<file path="config.mk">
export PLATFORM = sky130hd
export DESIGN_NAME = fifo_region_chunk_cache
export DESIGN_NICKNAME = d
export VERILOG_FILES = /design/src/hw/rtl/fcc_pkg.sv /design/src/hw/rtl/fifo_region_chunk_cache.sv /design/src/hw/rtl/fcc_cmp.sv /design/src/hw/rtl/fcc_seq.sv
export SDC_FILE = /design/constraint.sdc
export NUM_CORES = 1
export LEC_CHECK = 0
export BUFFER_PORTS_ARGS = -buffer_cell sky130_fd_sc_hd__buf_2
export CAP_MARGIN = 20
export CORE_AREA = 5 5 335 337
export DETAILED_ROUTE_END_ITERATION = 8
export DIE_AREA = 0 0 340 342
export SYNTH_ARGS = -nofsm -noshare
export SYNTH_HDL_FRONTEND = slang
export SYNTH_SLANG_ARGS = --single-unit
</file>
<file path="constraint.sdc">
create_clock -name i_clk -period 12.45 [get_ports i_clk]
set_input_delay 1.8675 -clock i_clk [delete_from_list [all_inputs] [get_ports i_clk]]
set_output_delay 1.8675 -clock i_clk [all_outputs]
set_load 0.05 [all_outputs]
</file>
<file path="src/hw/rtl/fcc_pkg.sv">
package fcc_pkg;

    localparam int ENTRIES = 8;
    localparam int IDX_W   = (ENTRIES > 1) ? $clog2(ENTRIES) : 1;
    localparam int KEY_W   = 48;
    localparam int HDL_W   = 16;
    localparam int CNT_W   = 32;

    typedef enum logic [1:0] {
        CMD_LOOKUP = 2'd0,
        CMD_PUSH   = 2'd1,
        CMD_CLEAR  = 2'd2,
        CMD_NOP    = 2'd3
    } t_cmd;

    typedef struct packed {
        t_cmd               cmd;
        logic signed [15:0] key_x;
        logic signed [15:0] key_y;
        logic signed [15:0] key_z;
        logic [HDL_W-1:0]   handle;
    } t_in;

    typedef struct packed {
        logic             hit;
        logic [HDL_W-1:0] found_handle;
        logic [CNT_W-1:0] hit_count;
        logic [CNT_W-1:0] miss_count;
    } t_out;

    typedef struct packed {
        logic [KEY_W-1:0] key;
        logic [HDL_W-1:0] handle;
    } t_slot;

    // finished item from the sequencer to the output stage
    typedef struct packed {
        logic             valid;
        logic             lookup;
        logic             hit;
        logic [HDL_W-1:0] found;
    } t_res;

endpackage

</file>
<file path="src/hw/rtl/fifo_region_chunk_cache.sv">
// region-to-chunk cache with fifo replacement, ENTRIES slots (fcc_pkg)
// input channel i_in_valid / o_in_ready carries a command word: lookup,
// push, clear or no operation, with a 3d region key and a chunk handle.
// output channel o_out_valid / i_out_ready returns one word per command:
// hit flag, matching handle and the saturating hit and miss counters.
// a single equality unit walks the slots newest first, one slot per cycle,
// fed by the one read port of the slot store. a lookup stops at its first
// match, a push stops at a present handle, otherwise all ENTRIES slots are
// visited and a new push is written over the oldest slot.
// a word is accepted only while the sequencer is idle; a lookup or push then
// scans the slots, a clear or no operation goes straight to the done state,
// and from there the result is loaded into the output register. one word is
// in work at a time.
// the output register lets the next word be accepted while a result waits;
// a stalled receiver holds the result and, once the next word finishes,
// holds the sequencer too.
// synchronous active-low reset empties all slots and zeroes both counters.
module fifo_region_chunk_cache (
    input  logic          i_clk,
    input  logic          i_rst_n,
    input  logic          i_in_valid,
    output logic          o_in_ready,
    input  fcc_pkg::t_in  i_in_data,
    output logic          o_out_valid,
    input  logic          i_out_ready,
    output fcc_pkg::t_out o_out_data
);
    import fcc_pkg::*;

    t_res             res;
    logic             res_ready;
    logic             r_out_valid;
    t_out             r_out_data;
    logic [CNT_W-1:0] r_hits;
    logic [CNT_W-1:0] r_misses;
    logic [CNT_W-1:0] n_hits;
    logic [CNT_W-1:0] n_misses;

    fcc_seq u_seq (
        .i_clk       (i_clk),
        .i_rst_n     (i_rst_n),
        .i_in_valid  (i_in_valid),
        .o_in_ready  (o_in_ready),
        .i_in_data   (i_in_data),
        .o_res       (res),
        .i_res_ready (res_ready)
    );

    assign res_ready = !r_out_valid || i_out_ready;

    always_comb begin
        n_hits   = r_hits;
        n_misses = r_misses;
        if (res.lookup) begin
            if (res.hit) begin
                n_hits = (r_hits == '1) ? r_hits : r_hits + 1'b1;
            end else begin
                n_misses = (r_misses == '1) ? r_misses : r_misses + 1'b1;
            end
        end
    end

    always_ff @(posedge i_clk) begin
        if (!i_rst_n) begin
            r_out_valid <= 1'b0;
            r_hits      <= '0;
            r_misses    <= '0;
        end else if (res.valid && res_ready) begin
            r_out_valid                <= 1'b1;
            r_hits                     <= n_hits;
            r_misses                   <= n_misses;
            r_out_data.hit             <= res.lookup && res.hit;
            r_out_data.found_handle    <= (res.lookup && res.hit) ? res.found : '0;
            r_out_data.hit_count       <= n_hits;
            r_out_data.miss_count      <= n_misses;
        end else if (i_out_ready) begin
            r_out_valid <= 1'b0;
        end
    end

    assign o_out_valid = r_out_valid;
    assign o_out_data  = r_out_data;

endmodule

</file>
<file path="src/hw/rtl/fcc_cmp.sv">
module fcc_cmp (
    input  logic                    i_sel_key,
    input  logic [fcc_pkg::KEY_W-1:0] i_key,
    input  logic [fcc_pkg::HDL_W-1:0] i_handle,
    input  fcc_pkg::t_slot          i_slot,
    input  logic                    i_slot_valid,
    output logic                    o_match
);
    import fcc_pkg::*;

    logic [KEY_W-1:0] op_a;
    logic [KEY_W-1:0] op_b;

    // one equality unit: key compare for lookups, handle compare for pushes
    assign op_a = i_sel_key ? i_key : {{(KEY_W-HDL_W){1'b0}}, i_handle};
    assign op_b = i_sel_key ? i_slot.key : {{(KEY_W-HDL_W){1'b0}}, i_slot.handle};

    assign o_match = i_slot_valid && (op_a == op_b);

endmodule

</file>
<file path="src/hw/rtl/fcc_seq.sv">
module fcc_seq (
    input  logic           i_clk,
    input  logic           i_rst_n,
    input  logic           i_in_valid,
    output logic           o_in_ready,
    input  fcc_pkg::t_in   i_in_data,
    output fcc_pkg::t_res  o_res,
    input  logic           i_res_ready
);
    import fcc_pkg::*;

    localparam logic [IDX_W-1:0] LAST_IDX = IDX_W'(ENTRIES - 1);

    typedef enum logic [1:0] {
        S_IDLE,
        S_SCAN,
        S_DONE
    } t_state;

    t_state             r_state;
    t_cmd               r_cmd;
    logic [KEY_W-1:0]   r_key;
    logic [HDL_W-1:0]   r_handle;
    logic               r_hit;
    logic [HDL_W-1:0]   r_found;
    logic [IDX_W-1:0]   r_head;
    logic [IDX_W-1:0]   r_cmp_addr;
    logic [IDX_W-1:0]   r_cmp_n;
    logic [ENTRIES-1:0] r_valid;

    t_slot              r_mem [ENTRIES];
    t_slot              r_rd_slot;

    logic [IDX_W-1:0]   rd_addr;
    logic [IDX_W-1:0]   next_addr;
    logic [IDX_W-1:0]   head_dec;
    logic               last;
    logic               match;
    logic               wr_en;
    t_slot              wr_slot;

    assign last      = (r_cmp_n == LAST_IDX);
    assign next_addr = (r_cmp_addr == LAST_IDX) ? '0 : r_cmp_addr + 1'b1;
    assign head_dec  = (r_head == '0) ? LAST_IDX : r_head - 1'b1;
    assign rd_addr   = (r_state == S_IDLE) ? r_head : next_addr;
    assign wr_en     = (r_state == S_SCAN) && (r_cmd == CMD_PUSH) && !match && last;
    assign wr_slot   = '{key: r_key, handle: r_handle};

    fcc_cmp u_cmp (
        .i_sel_key    (r_cmd == CMD_LOOKUP),
        .i_key        (r_key),
        .i_handle     (r_handle),
        .i_slot       (r_rd_slot),
        .i_slot_valid (r_valid[r_cmp_addr]),
        .o_match      (match)
    );

    // slot store, circular: slot i lives at address head + i
    always_ff @(posedge i_clk) begin
        if (wr_en) begin
            r_mem[head_dec] <= wr_slot;
        end
        r_rd_slot <= r_mem[rd_addr];
    end

    always_ff @(posedge i_clk) begin
        if (!i_rst_n) begin
            r_state <= S_IDLE;
            r_cmd   <= CMD_NOP;
            r_head  <= '0;
            r_valid <= '0;
        end else begin
            unique case (r_state)
                S_IDLE: begin
                    if (i_in_valid) begin
                        r_cmd      <= i_in_data.cmd;
                        r_key      <= {i_in_data.key_x, i_in_data.key_y, i_in_data.key_z};
                        r_handle   <= i_in_data.handle;
                        r_hit      <= 1'b0;
                        r_found    <= '0;
                        r_cmp_addr <= r_head;
                        r_cmp_n    <= '0;
                        if (i_in_data.cmd == CMD_LOOKUP || i_in_data.cmd == CMD_PUSH) begin
                            r_state <= S_SCAN;
                        end else begin
                            if (i_in_data.cmd == CMD_CLEAR) begin
                                r_valid <= '0;
                            end
                            r_state <= S_DONE;
                        end
                    end
                end
                S_SCAN: begin
                    r_cmp_addr <= next_addr;
                    r_cmp_n    <= r_cmp_n + 1'b1;
                    if (match) begin
                        // newest match wins for lookup; present handle ends a push
                        if (r_cmd == CMD_LOOKUP) begin
                            r_hit   <= 1'b1;
                            r_found <= r_rd_slot.handle;
                        end
                        r_state <= S_DONE;
                    end else if (last) begin
                        if (r_cmd == CMD_PUSH) begin
                            r_head            <= head_dec;
                            r_valid[head_dec] <= 1'b1;
                        end
                        r_state <= S_DONE;
                    end
                end
                S_DONE: begin
                    if (i_res_ready) begin
                        r_state <= S_IDLE;
                    end
                end
                default: begin
                    r_state <= S_IDLE;
                end
            endcase
        end
    end

    assign o_in_ready   = (r_state == S_IDLE);
    assign o_res.valid  = (r_state == S_DONE);
    assign o_res.lookup = (r_cmd == CMD_LOOKUP);
    assign o_res.hit    = r_hit;
    assign o_res.found  = r_found;

    a_clear_empties: assert property (@(posedge i_clk) disable iff (!i_rst_n)
        (r_state == S_IDLE && i_in_valid && i_in_data.cmd == CMD_CLEAR) |=> (r_valid == '0))
        else $error("clear left a valid slot");

    a_scan_bound: assert property (@(posedge i_clk) disable iff (!i_rst_n)
        (r_state == S_SCAN) |-> (r_cmp_n <= LAST_IDX))
        else $error("scan ran past the last slot");

    a_head_range: assert property (@(posedge i_clk) disable iff (!i_rst_n)
        r_head <= LAST_IDX)
        else $error("head pointer out of range");

    a_hit_lookup: assert property (@(posedge i_clk) disable iff (!i_rst_n)
        (o_res.valid && o_res.hit) |-> (r_cmd == CMD_LOOKUP))
        else $error("hit reported for a non-lookup word");

    a_push_fills: assert property (@(posedge i_clk) disable iff (!i_rst_n)
        wr_en |=> r_valid[r_head])
        else $error("pushed slot not marked valid");

endmodule

</file>
Word level (Yosys, flattened, before mapping)
Memory sizes are Yosys's and may differ from the RTL's. A register that Yosys moved wholly into a read port is not among the register bits.
Cells that the tools add are included.
{ "word_totals": {"reg_bits": 248, "ram_bits": 512, "out_inout_bits": 83, "elab_cells": 117, "mem_count": 1} }
{ "classes": {"addsub": 5, "order_cmp": 3, "n_eq_ne": 20, "muxes": 44, "n_bitwise": 2, "reduce_logical": 25} }
{ "memory_table": {"columns": ["name", "depth", "word_bits", "read_ports", "rd_ports_with_merged_regs", "wr", "line_no", "text"], "rows": [
  ["u_seq.r_mem", 8, 64, 1, 1, 1, "fcc_seq.sv:31", "t_slot r_mem [ENTRIES];"]
]} }
{ "ops": {"columns": ["cell", "count"], "rows": [
  ["32-bit two-way mux", 6],
  ["48-bit two-way mux", 2],
  ["32-bit by 1-bit adder with 32-bit output, second input constant", 2],
  ["32-bit equality test, second input constant", 2],
  ["48-bit equality test", 1],
  ["16-bit two-way mux", 3],
  ["8-bit two-way mux", 6],
  ["16-bit one-hot mux with 2 select lines", 1],
  ["8-bit one-hot mux with 2 select lines", 1],
  ["3-bit two-way mux", 5],
  ["3-bit one-hot mux with 2 select lines", 2],
  ["2-bit two-way mux", 5],
  ["2-bit != test, second input constant", 5],
  ["1-bit two-way mux", 9],
  ["3-bit AND reduction", 3],
  ["3-bit by 4-bit less-than comparator with 1-bit output, second input constant", 2],
  ["2-bit by 1-bit != test with 1-bit output, second input constant", 4],
  ["8-bit OR", 1],
  ["1-bit logical AND", 7],
  ["7-bit AND reduction", 1],
  ["3-bit by 1-bit adder with 3-bit output, second input constant", 2],
  ["2-bit by 1-bit equality test with 1-bit output, second input constant", 3],
  ["3-bit equality test, second input constant", 2],
  ["2-bit logical NOT", 3],
  ["16 further kinds", 21]
]} }

Depth between registers and ports, before layout
{ "depth": {"depth_word": 11, "ltp_mapped": 10, "depth_no_buf": 8} }

Hierarchy
From an unflattened synthesis, not the netlist that was laid out.
{ "hier_totals": {"hier_cells": 2388, "area_unflattened_um2": 33772.4} }
{ "modules_own_cells": {"columns": ["module", "instances", "cells_each", "area_per_inst_um2", "seq_area_each_um2"], "rows": [
  ["fcc_seq", 1, 1630, 26190.1, 19568.8],
  ["fifo_region_chunk_cache", 1, 670, 6874.1, 3733.6],
  ["fcc_cmp", 1, 88, 708.2, 0.0]
]} }

Worst setup path before layout
No wires, ideal clock.
{ "synth_timing": {"kind": "reg2reg", "startpoint": "register u_seq.r_cmp_addr[1]", "endpoint": "memory u_seq.r_mem[5][0] (netlist bit), enable pin", "t_arrival_ns": 8.168, "t_required_ns": 11.783, "setup_slack_ns": 3.615, "stages_incl_launch_ff": 8, "n_path_buf": 1, "synth_period_minus_slack_ns": 8.835, "path_cell_list": "edfxtp_1 -> mux4_1 -> mux2i_1 -> or4_1 -> or4_4 -> nand2_4 -> buf_8 -> nor4b_1"} }
{ "synth_between": {"elab_chain_cells": 8} }
{ "synth_rtl": {"columns": ["element", "line_no", "text"], "rows": [
  ["start, declared", "fcc_seq.sv:27", "logic [IDX_W-1:0] r_cmp_addr;"],
  ["start signal, assigned", "fcc_seq.sv:81", "r_cmp_addr <= r_head;"],
  ["start signal, assigned", "fcc_seq.sv:94", "r_cmp_addr <= next_addr;"],
  ["1-bit binary-select mux with 3-bit select", "fcc_seq.sv:54", ".i_slot_valid (r_valid[r_cmp_addr]),"],
  ["1-bit two-way mux (not written as such)", "fcc_seq.sv:54", null],
  ["1-bit logical AND", "fcc_cmp.sv:18", "assign o_match = i_slot_valid && (op_a == op_b);"],
  ["1-bit logical NOT", "fcc_seq.sv:46", "assign wr_en = (r_state == S_SCAN) && (r_cmd == CMD_PUSH) && !match && last;"],
  ["1-bit logical AND (2 in a row)", "fcc_seq.sv:46", null],
  ["1-bit two-way mux", "fcc_seq.sv:60", "if (wr_en) begin"],
  ["1-bit two-way mux (not written as such)", "fcc_seq.sv:61", "r_mem[head_dec] <= wr_slot;"],
  ["end, declared", "fcc_seq.sv:31", null]
]} }
No other way between the ends. The select of a mux whose other input is x is not followed.

Worst setup path after layout
{ "layout_timing": {"startpoint": "register u_seq.r_state[1]", "endpoint": "register u_seq.r_rd_slot[47] (netlist name)"} }
{ "layout_between": {"elab_chain_cells": 2} }
{ "layout_rtl": {"columns": ["element", "line_no", "text"], "rows": [
  ["start, declared", "fcc_seq.sv:20", "t_state r_state;"],
  ["start signal, assigned", "fcc_seq.sv:68", "r_state <= S_IDLE;"],
  ["start signal, assigned", "fcc_seq.sv:84", "r_state <= S_SCAN;"],
  ["start signal, assigned", "fcc_seq.sv:89", "r_state <= S_DONE;"],
  ["2-bit logical NOT", "fcc_seq.sv:45", "assign rd_addr = (r_state == S_IDLE) ? r_head : next_addr;"],
  ["3-bit two-way mux", "fcc_seq.sv:45", null]
]} }
No other way between the ends.
A chain may end at the register's enable or synchronous reset.

==> impl_metrics.csv <==
group,metric,value,unit
route,wire_per_inst,18.5,um
placed_design,port_buffers,152,
route,route.detailed.drc,0,
die,core_area,109000,sq um
route,drt_iter0_drc,1680,
min_path,hp-class,"register to register",
clock_network,cts_tree,"done",
global_routing,grt_pass1_wl,116000,um
power,ir_drop,0.129,mV
worst_setup_path,required,13.02,ns
placed_design,gp_congestion,0.797,
synth,synth_compound_area_share,4.89,%
final_layout,final_cell_mix,"edfxtp_1 (680), nand2_1 (591), nand3_1 (170)",
min_path,hold_depth,2,
sta,worstMarginPinSlew,1.07,ns
sta,max_slew_margin,28.0,%
worst_setup_path,path_common_cell,"buf_4",
min_path,min_from,"u_seq.r_valid[0]",
global_routing,global_route.usage.total,12.6,%
worst_setup_path,start_kind,"register",
route,ant_nets,0,
worst_setup_path,crit_slowest_cell,"buf_4",
flow_run,cap_violations,0,
sta,rsz0062_at_grt,"false",
synth,yosys_warnings,0,
route,vias_per_cell,4.76,
worst_setup_path,setup.worst_path.class,"register to register",
final_layout,antenna_cells,0,
die,start_util,29.8,%
sta,hold_slack,0.449,ns
worst_setup_path,critPathArrivalTime,4.98,ns
sta,skew,0.0387,ns
sta,max_freq,227,MHz
route,vias,19600,
synth,synth_async_sr_flop_share,0,%
synth,synth.avg_cell_area,13.0,sq um
worst_setup_path,crit_path_cell_trace,"nor2_2, mux2i_4, buf_4, buf_4, nand2_1, and3_1, a311oi_1, a31o_2",
clock_network,postCtsSetupBuffers,0,
final_layout,stdcell_area,37500,sq um
worst_setup_path,rrSetupSlack,8.04,ns
route,wl,75900,um
global_routing,antenna_found_initial,9,
final_layout,area_growth_syn_to_layout,16.0,%
sta,finalSetupTns,0,ns
clock_network,clkTransAtPathRegs,0.06,ns
worst_setup_path,reg2reg_to,"u_seq.r_rd_slot[47]",
die,die_w,340,um
placed_design,place.detailed.hpwl,42300,um
global_routing,grt-ovfl-total,0,
power,p_leak,13.0,nW
clock_network,cts_made_buffers,87,
global_routing,grt_pass1_vias,18900,
final_layout,drive_above_1_share,14.5,%
min_path,min_to,"u_seq.r_valid[0]",
final_layout,final_common_cell,"edfxtp_1",
die,die_h,342,um
clock_network,holdBufCountCts,0,
route,drt-pass1-iter-count,5,
worst_setup_path,r2r_cells,8,
die,io_pins,153,
synth,synthCells,2494,
global_routing,grt_max_degree,139,
sta,hold_viol_final,0,
clock_network,htree_levels,3,
synth,synthMuxAreaShare,0.422,%
synth,synth_cell_type_count,54,
synth,synth-xor-area-share,4.52,%
synth,synthAdderAreaFrac,0.309,%
sta,post-route-min-period,4.41,ns
clock_network,cts_sinks,824,
die,die_area,116000,sq um
clock_network,clock_latency,0.63,ns
worst_setup_path,crit_fanout,93,
clock_network,clk_path_buf_depth,3,
synth,syn-num-nets,2572,
worst_setup_path,cp_slowest_stage_delay,0.90,ns
final_layout,nNetsFinal,2705,
power,power.density,160,nW/um^2
worst_setup_path,reg2reg_from,"u_seq.r_state[1]",
sta,setup_viol,0,
placed_design,postPlaceCellArea,34700,sq um
synth,yosysSeqAreaShare,72.0,%
die,rows,121,
worst_setup_path,worstPathBufferInverterCount,2,
synth,synth_edf_count,680,
clock_network,clock-root-buffer,"clkbuf_16",
worst_setup_path,crit_path_end_kind,"register",
synth,synth_top_family_by_area,"simple AND/OR/NAND/NOR gates",
synth,synthFlopType,"edfxtp_1",
synth,synth-simple-area-share,15.9,%
sta,fin_crit_sh,35.4,%
final_layout,utilization,34.6,%
clock_network,cts_resized,0,
synth,synth-seq-cells,824,
sta,drv_slew,0,
outcome,status,"completed",
synth,syn-cell-area,32300,sq um
worst_setup_path,crit_family,"buffers and inverters",
==> sequential cells by signal (all words and copies together) (netlist names), 3 cells and up <==
name and count:
u_seq.r_mem 512, o_out_data 81, u_seq.r_rd_slot 64, u_seq.r_key 48
r_hits 32, r_misses 32, u_seq.r_found 16, u_seq.r_handle 16
u_seq.r_valid 8, u_seq.r_cmp_addr 3, u_seq.r_cmp_n 3, u_seq.r_head 3
==> metal layers <==
| layer | vias to the layer above | GRT usage [%] | part of all wire (%) | wire [um] |
|---|---|---|---|---|
| li1 | 9366 | - | - | - |
| met1 | 9580 | 17.5 | 46 | 34700 |
| met2 | 518 | 20.3 | 46 | 35000 |
| met3 | 120 | 2.55 | 5.9 | 4470 |
| met4 | 8 | 3.21 | 2.3 | 1720 |
| met5 | - | 0 | 0.045 | 34 |
==> cells by family after synthesis <==
family / count (synthesis)
AO/OA/AOI/OAI: 198
AND/OR/NAND/NOR: 1125
buffers and inverters: 162
XOR/XNOR: 167
multiplexers: 10
adder cells (fa/ha/maj): 8
flip-flops: 824
==> per-stage QoR <==
stage                     total power (W)  cells  worst slack (ns)
after detailed placement          0.00356   3952              7.83
final                             0.00602   4113              8.04
after global routing              0.00625   4113              7.74
after CTS                         0.00609   4113              8.03
after global placement            0.00355   3951              7.94
after floorplan                   0.00342   2494              3.62
==> final cells by class <==
cell class	instances	area, sq um
clock buffers	129	2430
clock inverters	32	372
fillers	10500	71000
inverters	21	78.8
multi-input cells	1508	8540
flip-flops and latches	824	23300
well taps	1414	1770
repair buffers	185	1020
==> cells in the mapped netlist, drive strengths merged, types with 3 or more instances <==
cell    number  area, sq um
and4        11         96.3
o21ai       19         95.1
ha           8          100
a31o        64          561
xor2        84          736
nor3        40          200
or4          4         33.8
mux2i        5         50.1
nor2        86          325
edfxtp     680        20400
nand4       36          225
a311oi      64          561
xnor2       83          727
and2        28          175
clkbuf     124          465
and3        99          619
nor4b        4         35.0
a21oi       17         85.1
or3         10         62.6
mux2         3         33.8
nand3      170          851
buf         17         82.6
dfxtp      144         2880
nand2b      10         62.6
inv         21         78.8
nor4        32          200
o22ai        3         18.8
o41ai        9         78.8
nand2      592         2230
==> report_power, final <==
group	switching [W]	internal (W)	total [W]
logic	0.000252	0.000133	0.000386
clock network	0.00104	0.00148	0.00252
registers	0.0000579	0.00305	0.00311
total	0.00135	0.00466	0.00602
==> how the worst max path moves through the flow <==
stage,startpoint,end,slack [ns],cells past startpoint
after detailed placement,i_rst_n,u_seq.r_found[12],7.83,5
after global routing,u_seq.r_state[0],u_seq.r_rd_slot[54],7.74,8
after global placement,i_rst_n,o_out_data[73],7.94,5
after CTS,u_seq.r_state[1],u_seq.r_rd_slot[47],8.03,8
final,u_seq.r_state[1],u_seq.r_rd_slot[47],8.04,8
after floorplan,u_seq.r_cmp_addr[1],u_seq.r_mem[5][0],3.62,7
==> worst register-to-register path: stages, from the launching register on <==
cell      delay, ns
dfxtp_1        0.35
nor2_2         0.59
mux2i_4        0.86
buf_4          0.86
buf_4          0.92
nand2_1        0.19
and3_1         0.22
a311oi_1       0.23
a31o_2         0.15
Power figures use the tool's default switching activity.
